--- config.mk ---
export PLATFORM = sky130hd
export DESIGN_NAME = block_rms_peak_meter
export DESIGN_NICKNAME = d
export VERILOG_FILES = /design/src/brpm_pkg.sv /design/src/brpm_ctrl.sv /design/src/brpm_datapath.sv /design/src/block_rms_peak_meter.sv
export SDC_FILE = /design/constraint.sdc
export NUM_CORES = 2
export LEC_CHECK = 0
export BUFFER_PORTS_ARGS = -buffer_cell sky130_fd_sc_hd__clkbuf_2
export CAP_MARGIN = 20
export CORE_MARGIN = 2
export CORE_UTILIZATION = 30
export DETAILED_ROUTE_END_ITERATION = 12
export GPL_ROUTABILITY_DRIVEN = 1
export MAX_ROUTING_LAYER = met4
export PLACE_DENSITY = 0.52
export SYNTH_ARGS = -nofsm -noshare
export SYNTH_HDL_FRONTEND = slang
export SYNTH_SLANG_ARGS = --single-unit
--- constraint.sdc ---
create_clock -name i_clk -period 17.85 [get_ports i_clk]
set_input_delay 2.6775 -clock i_clk [delete_from_list [all_inputs] [get_ports i_clk]]
set_output_delay 2.6775 -clock i_clk [all_outputs]
set_load 0.1 [all_outputs]
--- src/brpm_pkg.sv ---
// Shared types and constants for the block RMS and peak meter.
`timescale 1ns / 1ps
package brpm_pkg;
    typedef struct packed {
        logic        command;
        logic [2:0]  channel;
        logic signed [23:0] sample;
        logic        last;
    } t_in_item;

    typedef struct packed {
        logic [2:0]  out_channel;
        logic [23:0] rms_level;
        logic [23:0] peak_level;
        logic        clip_flag;
    } t_out_item;

    localparam logic CMD_SAMPLE    = 1'b0;
    localparam logic CMD_CLEAR_CLIP = 1'b1;

    localparam int SUM_W  = 64;
    localparam int CNT_W  = 17;
    localparam int ROOT_W = 32;

    typedef struct packed {
        logic load;
        logic div_start;
        logic div_step;
        logic root_start;
        logic root_step;
        logic publish;
    } t_cmd;

    typedef struct packed {
        logic is_block_end;
        logic div_done;
        logic root_done;
    } t_status;
endpackage

--- src/brpm_ctrl.sv ---
// Controller sequencing accumulate, divide, root and result hand-off.
`timescale 1ns / 1ps
module brpm_ctrl
    import brpm_pkg::*;
(
    input  logic    i_clk,
    input  logic    i_rst_n,
    input  logic    i_valid,
    output logic    o_stall,
    input  logic    i_out_busy,
    input  t_status i_status,
    output t_cmd    o_cmd
);
    localparam logic [2:0] S_IDLE = 3'd0;
    localparam logic [2:0] S_LOAD = 3'd1;
    localparam logic [2:0] S_DIV  = 3'd2;
    localparam logic [2:0] S_ROOT = 3'd3;
    localparam logic [2:0] S_PUB  = 3'd4;

    logic [2:0] r_state, n_state;

    always_ff @(posedge i_clk) begin
        if (!i_rst_n) begin
            r_state <= S_IDLE;
        end else begin
            r_state <= n_state;
        end
    end

    always_comb begin
        n_state = r_state;
        o_cmd   = '0;
        o_stall = 1'b1;
        case (r_state)
            S_IDLE: begin
                o_stall = 1'b0;
                o_cmd.load = i_valid;
                if (i_valid) n_state = S_LOAD;
            end
            S_LOAD: begin
                if (i_status.is_block_end) begin
                    o_cmd.div_start = 1'b1;
                    n_state = S_DIV;
                end else begin
                    o_stall = 1'b0;
                    o_cmd.load = i_valid;
                    n_state = i_valid ? S_LOAD : S_IDLE;
                end
            end
            S_DIV: begin
                o_cmd.div_step = 1'b1;
                if (i_status.div_done) begin
                    o_cmd.div_step   = 1'b0;
                    o_cmd.root_start = 1'b1;
                    n_state = S_ROOT;
                end
            end
            S_ROOT: begin
                o_cmd.root_step = 1'b1;
                if (i_status.root_done) begin
                    o_cmd.root_step = 1'b0;
                    n_state = S_PUB;
                end
            end
            S_PUB: begin
                if (!i_out_busy) begin
                    o_cmd.publish = 1'b1;
                    n_state = S_IDLE;
                end
            end
            default: n_state = S_IDLE;
        endcase
    end
endmodule

--- src/brpm_datapath.sv ---
// Datapath: channel accumulators, serial divider and serial square root.
`timescale 1ns / 1ps
module brpm_datapath
    import brpm_pkg::*;
#(
    parameter int CHANNELS  = 8,
    parameter int MAX_BLOCK = 4096
) (
    input  logic      i_clk,
    input  logic      i_rst_n,
    input  t_in_item  i_item,
    input  t_cmd      i_cmd,
    output t_status   o_status,
    output t_out_item o_result
);
    localparam int W   = 24;
    localparam int CHW = 3;
    localparam logic [23:0] ONE = 24'd2097152;

    logic [SUM_W-1:0] r_sum  [CHANNELS];
    logic [CNT_W-1:0] r_cnt  [CHANNELS];
    logic [W-1:0]     r_peak [CHANNELS];
    logic             r_clip;

    // stage 1: captured item and magnitude
    t_in_item    r_item;
    logic [W-1:0] r_mag;
    logic        r_hit;
    logic [W-1:0] mag;

    assign mag = i_item.sample[W-1] ? (~i_item.sample + 1'b1) : i_item.sample;

    always_ff @(posedge i_clk) begin
        if (!i_rst_n) begin
            r_hit <= 1'b0;
        end else begin
            r_hit <= i_cmd.load;
        end
        if (i_cmd.load) begin
            r_item <= i_item;
            r_mag  <= mag;
        end
    end

    logic ch_ok;
    logic [CHW-1:0] ch;
    assign ch    = r_item.channel;
    assign ch_ok = 32'(ch) < CHANNELS;

    logic [47:0] sq;
    assign sq = r_mag * r_mag;

    logic [SUM_W:0] sum_add;
    logic [SUM_W-1:0] cur_sum;
    logic [CNT_W-1:0] cur_cnt;
    logic [W-1:0] cur_peak;
    assign cur_sum  = ch_ok ? r_sum[ch]  : '0;
    assign cur_cnt  = ch_ok ? r_cnt[ch]  : '0;
    assign cur_peak = ch_ok ? r_peak[ch] : '0;
    assign sum_add  = {1'b0, cur_sum} + {{(SUM_W-48+1){1'b0}}, sq};

    logic do_sample;
    assign do_sample = r_hit && r_item.command == CMD_SAMPLE && ch_ok;
    logic counting;
    assign counting = 32'(cur_cnt) < MAX_BLOCK;

    logic [SUM_W-1:0] new_sum;
    logic [CNT_W-1:0] new_cnt;
    logic [W-1:0]     new_peak;
    assign new_sum  = !counting ? cur_sum : (sum_add[SUM_W] ? '1 : sum_add[SUM_W-1:0]);
    assign new_cnt  = counting ? cur_cnt + 1'b1 : cur_cnt;
    assign new_peak = (r_mag > cur_peak) ? r_mag : cur_peak;

    assign o_status.is_block_end = do_sample && r_item.last;

    // serial divider and root registers
    logic [SUM_W-1:0] r_num, r_rem_d;
    logic [CNT_W-1:0] r_den;
    logic [6:0]       r_dcnt;
    logic [SUM_W-1:0] r_q;
    logic [SUM_W-1:0] r_x, r_res, r_bit;
    logic [CHW-1:0]   r_och;
    logic [W-1:0]     r_opeak;

    always_ff @(posedge i_clk) begin
        if (!i_rst_n) begin
            for (int i = 0; i < CHANNELS; i++) begin
                r_sum[i]  <= '0;
                r_cnt[i]  <= '0;
                r_peak[i] <= '0;
            end
            r_clip <= 1'b0;
        end else if (r_hit) begin
            if (r_item.command == CMD_CLEAR_CLIP) begin
                r_clip <= 1'b0;
            end else if (ch_ok) begin
                if (r_mag >= ONE) r_clip <= 1'b1;
                if (r_item.last) begin
                    r_sum[ch]  <= '0;
                    r_cnt[ch]  <= '0;
                    r_peak[ch] <= '0;
                end else begin
                    r_sum[ch]  <= new_sum;
                    r_cnt[ch]  <= new_cnt;
                    r_peak[ch] <= new_peak;
                end
            end
        end
    end

    logic [SUM_W:0] rem_sh;
    assign rem_sh = {r_rem_d, r_num[SUM_W-1]};
    logic [SUM_W-1:0] rb;
    assign rb = r_res + r_bit;

    always_ff @(posedge i_clk) begin
        if (i_cmd.div_start) begin
            r_num   <= new_sum;
            r_den   <= new_cnt;
            r_rem_d <= '0;
            r_q     <= '0;
            r_dcnt  <= 7'(SUM_W);
            r_och   <= ch;
            r_opeak <= new_peak;
        end else if (i_cmd.div_step) begin
            r_num  <= r_num << 1;
            r_dcnt <= r_dcnt - 1'b1;
            if (rem_sh >= {{(SUM_W-CNT_W+1){1'b0}}, r_den}) begin
                r_rem_d <= SUM_W'(rem_sh - {{(SUM_W-CNT_W+1){1'b0}}, r_den});
                r_q     <= {r_q[SUM_W-2:0], 1'b1};
            end else begin
                r_rem_d <= rem_sh[SUM_W-1:0];
                r_q     <= {r_q[SUM_W-2:0], 1'b0};
            end
        end
        if (i_cmd.root_start) begin
            r_x   <= r_q;
            r_res <= '0;
            r_bit <= {2'b01, {(SUM_W-2){1'b0}}};
        end else if (i_cmd.root_step) begin
            r_bit <= r_bit >> 2;
            if (r_x >= rb) begin
                r_x   <= r_x - rb;
                r_res <= (r_res >> 1) + r_bit;
            end else begin
                r_res <= r_res >> 1;
            end
        end
    end

    assign o_status.div_done  = r_dcnt == 7'd0;
    assign o_status.root_done = r_bit == '0;

    assign o_result.out_channel = r_och;
    assign o_result.rms_level   = r_res[W-1:0];
    assign o_result.peak_level  = r_opeak;
    assign o_result.clip_flag   = r_clip;
endmodule

--- src/block_rms_peak_meter.sv ---
// Top level of the block RMS and peak meter.
//  channel | direction | handshake            | payload
//  in      | into      | i_valid / o_stall    | i_item (t_in_item)
//  out     | out of    | o_valid / i_stall    | o_item (t_out_item)
// Samples stream back to back until a block end stalls the input.
// A block end stalls the input while its sample is accumulated, a serial divide and a serial
// root run and the result is published; a held result extends the publish.
// Reset is synchronous, active low, and clears all channel state and the clip flag.
// The result register holds while a valid result is held by i_stall.
`timescale 1ns / 1ps
module block_rms_peak_meter
    import brpm_pkg::*;
#(
    parameter int CHANNELS  = 8,
    parameter int MAX_BLOCK = 4096
) (
    input  logic      i_clk,
    input  logic      i_rst_n,
    input  logic      i_valid,
    output logic      o_stall,
    input  t_in_item  i_item,
    output logic      o_valid,
    input  logic      i_stall,
    output t_out_item o_item
);
    t_cmd      cmd;
    t_status   status;
    t_out_item result;
    logic      r_valid;

    brpm_ctrl u_ctrl (
        .i_clk, .i_rst_n, .i_valid, .o_stall,
        .i_out_busy(r_valid && i_stall),
        .i_status(status), .o_cmd(cmd)
    );

    brpm_datapath #(.CHANNELS(CHANNELS), .MAX_BLOCK(MAX_BLOCK)) u_dp (
        .i_clk, .i_rst_n, .i_item, .i_cmd(cmd), .o_status(status), .o_result(result)
    );

    always_ff @(posedge i_clk) begin
        if (!i_rst_n) begin
            r_valid <= 1'b0;
        end else if (cmd.publish) begin
            r_valid <= 1'b1;
        end else if (!i_stall) begin
            r_valid <= 1'b0;
        end
        if (cmd.publish) o_item <= result;
    end
    assign o_valid = r_valid;

`ifndef SYNTHESIS
    a_pub_free: assert property (@(posedge i_clk) disable iff (!i_rst_n)
        cmd.publish |-> !(r_valid && i_stall)) else $error("publish over held result");
    a_div_root: assert property (@(posedge i_clk) disable iff (!i_rst_n)
        !(cmd.div_step && cmd.root_step)) else $error("divide and root overlap");
    a_hold: assert property (@(posedge i_clk) disable iff (!i_rst_n)
        (o_valid && i_stall) |=> o_valid) else $error("result dropped");
`endif
endmodule

; ---- Yosys cells after proc, flatten, opt, wreduce, memory -nomap -nowiden
; Memory sizes are Yosys's and may differ from the RTL's. A register that Yosys moved wholly into a read port is not among the register bits.
; Cells that the tools add are included.
[word_totals]
reg_bits = 490
latchBits = 0
ramBits = 840
romBits = 0
inputBits = 33
out_inout_bits = 54
word_cells = 131
n_memories = 3
[mem_list]
columns = memory, depth, width, read_ports, rd_ports_with_merged_regs, wr, line
row1 = u_dp.r_sum, 8, 64, 1, 1, 8, brpm_datapath.sv:20  ; logic [SUM_W-1:0] r_sum [CHANNELS];
row2 = u_dp.r_peak, 8, 24, 1, 1, 8, brpm_datapath.sv:22  ; logic [W-1:0] r_peak [CHANNELS];
row3 = u_dp.r_cnt, 8, 17, 1, 1, 8, brpm_datapath.sv:21  ; logic [CNT_W-1:0] r_cnt [CHANNELS];
[op_classes]
addsub = 8
mul = 1
div = 0
order_cmp = 5
eq_ne = 9
n_shift = 0
n_mux = 61
bitwise = 5
n_reduce_logical = 16
[op_table]
columns = cell, count
row1 = two-way mux 64 bit, 11
row2 = two-way mux 24 bit, 3
row3 = adder 64 x 48 -> 65 bit, 1
row4 = >= comparator 65 x 17 -> 1 bit, 1
row5 = adder 63 x 63 -> 64 bit, 1
row6 = adder 64 x 63 -> 64 bit, 1
row7 = >= comparator 64 bit, 1
row8 = logical NOT 64 bit, 1
row9 = OR reduction 64 bit, 1
row10 = subtractor 64 x 17 -> 64 bit, 1
row11 = subtractor 64 bit, 1
row12 = two-way mux 17 bit, 3
row13 = multiplier 24 x 24 -> 48 bit, 1
row14 = two-way mux 3 bit, 11
row15 = two-way mux 1 bit, 27
row16 = adder 24 x 1 -> 24 bit (second input constant), 1
row17 = >= comparator 24 x 22 -> 1 bit (second input constant), 1
row18 = greater-than comparator 24 bit, 1
row19 = NOT 24 bit, 1
row20 = OR reduction 24 bit, 1
row21 = two-way mux 23 bit, 1
row22 = adder 17 x 1 -> 17 bit (second input constant), 1
row23 = < comparator 17 x 13 -> 1 bit (second input constant), 1
row24 = OR reduction 17 bit, 1
row25 = 17 further kinds, 31

; ---- Longest topological paths before layout
[depth]
ltp_word = 8
mapped_depth = 31
depth_no_buf = 27

; ---- Hierarchy
; A second synthesis with hierarchy kept.
[unflattened]
hier_cells = 7844
area_unflattened_um2 = 85373.1
[by_module_without_submodules]
columns = mod, instances, cells_each, area_each_um2, seq_area_each_um2
row1 = brpm_datapath, 1, 7759, 83538.9, 35984.5
row2 = block_rms_peak_meter, 1, 55, 1597.8, 1581.5
row3 = brpm_ctrl, 1, 30, 236.5, 60.1

; ---- Least setup slack after synthesis
; Ideal clock, no wire load.
[synth_path]
path_kind = reg-to-reg
from = register with a tool-made name
to = register u_dp.r_num[58] (data pin)
setup_time_ns = 0.267
arrival_ns = 7.600
required_ns = 17.583
slack_ns = 9.984
stages_incl_launch_ff = 29
path_buffers = 8
synth_period_minus_slack_ns = 7.866
cell_sequence = dfxtp_1 -> buf_6 -> buf_8 -> buf_8 -> buf_4 -> buf_2 -> buf_2 -> buf_2 -> mux4_2 -> mux2i_1 -> inv_1 -> fa_1 -> fa_1 -> fa_1 -> inv_1 -> fa_1 -> inv_1 -> ha_1 -> clkbuf_1 -> nand2_1 -> o21ai_0 -> o21ai_0 -> a2111oi_0 -> o21ai_0 -> a21oi_1 -> nand2_1 -> or4_1 -> nand2_1 -> o21ai_0
[synth_rtl]
columns = element, line
row1 = to (signal assigned), brpm_datapath.sv:118  ; r_num <= new_sum;
row2 = to (signal assigned), brpm_datapath.sv:126  ; r_num <= r_num << 1;
row3 = to (decl), brpm_datapath.sv:77  ; logic [SUM_W-1:0] r_num, r_rem_d;

; ---- Worst setup path after layout
[layout_path]
from = register u_dp.r_mag[1]
to = register u_dp.r_num[62] (data pin)
[layout_via]
elab_chain_cells = 5
[layout_lines]
columns = element, line
row1 = from (decl), brpm_datapath.sv:27  ; logic [W-1:0] r_mag;
row2 = from (signal assigned), brpm_datapath.sv:41  ; r_mag <= mag;
row3 = multiplier 24 x 24 -> 48 bit, brpm_datapath.sv:51  ; assign sq = r_mag * r_mag;
row4 = adder 64 x 48 -> 65 bit, brpm_datapath.sv:60  ; assign sum_add = {1'b0, cur_sum} + {{(SUM_W-48+1){1'b0}}, sq};
row5 = two-way mux 64 bit (2 in series), brpm_datapath.sv:70  ; assign new_sum = !counting ? cur_sum : (sum_add[SUM_W] ? '1 : sum_add[SUM_W-1:0]);
row6 = two-way mux 64 bit, brpm_datapath.sv:117  ; if (i_cmd.div_start) begin
; Every way passes these cells.
; A chain may end at the register's enable or synchronous reset.

==> results.yml <==
status:
  status: "completed"
drt:
  drtIter0Drc: 5498
  ant_nets: 0
  wl_mm: 246
  num_vias: 59600
  wl_per_cell_um: 21.2
  vias_per_cell: 5.12
  dr.pass1.iters: 8
  drcViolationCount: 0
synth:
  synth_edf_count: 1093
  netlist_instances: 7896
  synth_area_leaders: "edfxtp_1, fa_1, dfxtp_1, mux4_2, ha_1"
  ys_ff_latch: 1333
  synth_nets: 8758
  synth_area_um2: 84300
  synth-async-reset-ratio_pct: 0
  syn_area_per_cell_um2: 10.7
  synth_area_leader_cell: "edfxtp_1"
  synth_cell_type_count: 95
  synth_seq_area_share_pct: 44.6
  yosys_warnings: 0
  ys.flop_type: "edfxtp_1"
  yosys.area.top_type_share_pct: 38.9
critical_path:
  crit_chain: "inv_1, nor2_1, fa_1, fa_1, fa_1, inv_1, fa_1, inv_1, fa_1, fa_1, inv_1, fa_1, inv_1, ha_1, a21oi_1, o21ai_0, o21ai_0, a2111oi_0, o21ai_0, a21o_1, nor2_1, nor2_1, mux2_2, o21ai_0"
  crit_top_cell: "fa_1"
  worstSetupStartpointType: "flop"
  path_max_fanout: 21
  cp-end-kind: "flop"
  worstPathRequired_ns: 18.45
  slowest_stage: "edfxtp_1"
  path_class: "reg2reg"
  arrival_ns: 10.44
  slowest_delay_ns: 1.01
layout:
  syn2layout_area_growth_pct: 11.0
  multiInputGateArea_um2: 42100
  final_common_cell: "nor2_1"
  nets: 8674
  seq_area_um2: 37600
  mostFrequentLayoutCells: "nor2_1, edfxtp_1, inv_1"
  fillers: 28000
  drive_gt1_share_pct: 9.93
floorplan:
  dieHeight_um: 534
  core_um2: 279000
  ios: 87
  dieArea_um2: 285000
  die_width_um: 534
  start_util_pct: 30.2
  rows: 194
global_route:
  grt-ovfl-total: 0
  track_usage_pct: 17.5
  grt_pass1_vias: 60100
  grt_pass1_wl_mm: 376
  grt_max_degree: 121
  antenna_found_initial: 2
sta:
  fin_crit_ns: 9.84
  fin_skew_ns: 0.0778
  fmax_ghz: 0.102
  period_share_pct: 55.1
  tns_ns: 0
  relSlewSlack_pct: 23.7
  rsz0062_at_grt: "no"
  worstMarginPinSlew_ns: 1.14
  hold_viol: 0
  setup_violations: 0
  slew_violations: 0
cts:
  path_clk_slew_ns: 0.08
  cts_setup_buffers: 0
  cts_tree: "done"
  cts_buffer_depth: 4
  root_buffer: "clkbuf_16"
  clock_latency_ns: 0.83
  htreeDepth: 4
  cts_sinks: 1333
  tritoncts.num_buffers: 152
  post_cts_resized: 0
  cts_hold_buf: 0
placed_design:
  io_buffer_count: 86
  place_congestion: 0.894
  dp_hpwl_mm: 163
job:
  cap_violations: 0
min_path:
  hold_class: "reg2reg"
==> critical path, delay by kind of cell (launching register included) <==
family,cells,cell delay (ns)
buf+inv,5,0.62
flops,1,1.01
simple gates,3,1.24
compound gates,7,2.49
mux,1,0.40
fa+ha+maj,8,3.86
==> path summary, 6_finish.rpt <==
check | from | endpoint | slack, ns | cells after the start
max | u_dp.r_mag[1] | u_dp.r_num[62] | 8.01 | 24
min reg2reg | u_dp.r_opeak[19] | o_item[20] | 0.38 | 0
min | u_dp.r_opeak[19] | o_item[20] | 0.38 | 0
max reg2reg | u_dp.r_mag[1] | u_dp.r_num[62] | 8.01 | 24
==> logic make-up (layout without fill, tap and decap cells) <==
family                   after synthesis  after routing  share of synthesized area [%]
buffers and inverters               1234           1256                           5.63
AO/OA/AOI/OAI                       1226           1226                           8.92
adder cells (fa/ha/maj)              829            829                           16.5
other                                  0              1                              0
AND/OR/NAND/NOR                     2599           2599                           13.5
multiplexers                         372            372                           7.70
flip-flops                          1333           1333                           44.6
XOR/XNOR                             303            303                           3.15
==> routing by layer <==
metal	share of wire, %	up-vias	global-route usage [%]
li1	-	27100	-
met1	44	30400	23.0
met2	49	1767	28.9
met3	5.0	343	1.77
met4	2.6	0	4.38
met5	0	-	-
==> layout make-up <==
class | count | share of cell area [%]
Inverter | 810 | 3.25
Clock inverter | 78 | 0.950
Multi-Input combinational cell | 5329 | 45.1
Antenna cell | 1 | 0.00268
Clock buffer | 182 | 4.23
Sequential cell | 1333 | 40.2
Timing Repair Buffer | 186 | 1.27
Tap cell | 3724 | 4.98
==> cells in the mapped netlist, drive strengths merged (31+ instances only) <==
| cell type | number |
|---|---|
| a211oi | 38 |
| a21o | 85 |
| a21oi | 367 |
| a31oi | 77 |
| and2 | 108 |
| buf | 72 |
| clkbuf | 352 |
| dfxtp | 240 |
| edfxtp | 1093 |
| fa | 468 |
| ha | 361 |
| inv | 809 |
| mux2 | 73 |
| mux2i | 89 |
| mux4 | 210 |
| nand2 | 780 |
| nand2b | 44 |
| nand3 | 163 |
| nand4 | 77 |
| nor2 | 1134 |
| nor3 | 83 |
| nor4 | 35 |
| o21ai | 361 |
| o21bai | 46 |
| o22ai | 31 |
| o31ai | 43 |
| or3 | 32 |
| xnor2 | 189 |
| xor2 | 114 |
==> flip-flops by register name, summed over array words and instances, names as in the netlist, named ones only <==
name and cells:
u_dp.r_den 17, u_dp.r_cnt 136, u_dp.r_peak 192, o_item 52, u_dp.r_hit 1, u_dp.r_dcnt 7, u_ctrl.r_state 3, u_dp.r_opeak 24
u_dp.r_num 64, u_dp.r_x 64, u_dp.r_mag 24, u_dp.r_res 64, u_dp.r_rem_d 64, u_dp.ch 3, u_dp.r_bit 32, u_dp.r_och 3
u_dp.r_q 64, o_valid 1, u_dp.r_item 2, u_dp.r_clip 1, u_dp.r_sum 512
==> stage by stage <==
stage | worst slack [ns] | area [um2] | cells | hold slack [ns] | util (%)
after floorplan | 9.98 | 84300 | 7896 | 0.400 | -
after global placement | 8.33 | 88700 | 11400 | 0.401 | 31.7
after detailed placement | 8.15 | 88700 | 11400 | 0.405 | 31.7
after CTS | 8.03 | 93500 | 11600 | 0.372 | 33.5
after global routing | 7.36 | 93500 | 11600 | 0.381 | 33.5
final | 8.01 | 93500 | 11600 | 0.375 | 33.5
Power is left out: the tool's default activity adds up to more than one toggle a clock period on the data nets, which glitch-free logic cannot reach.
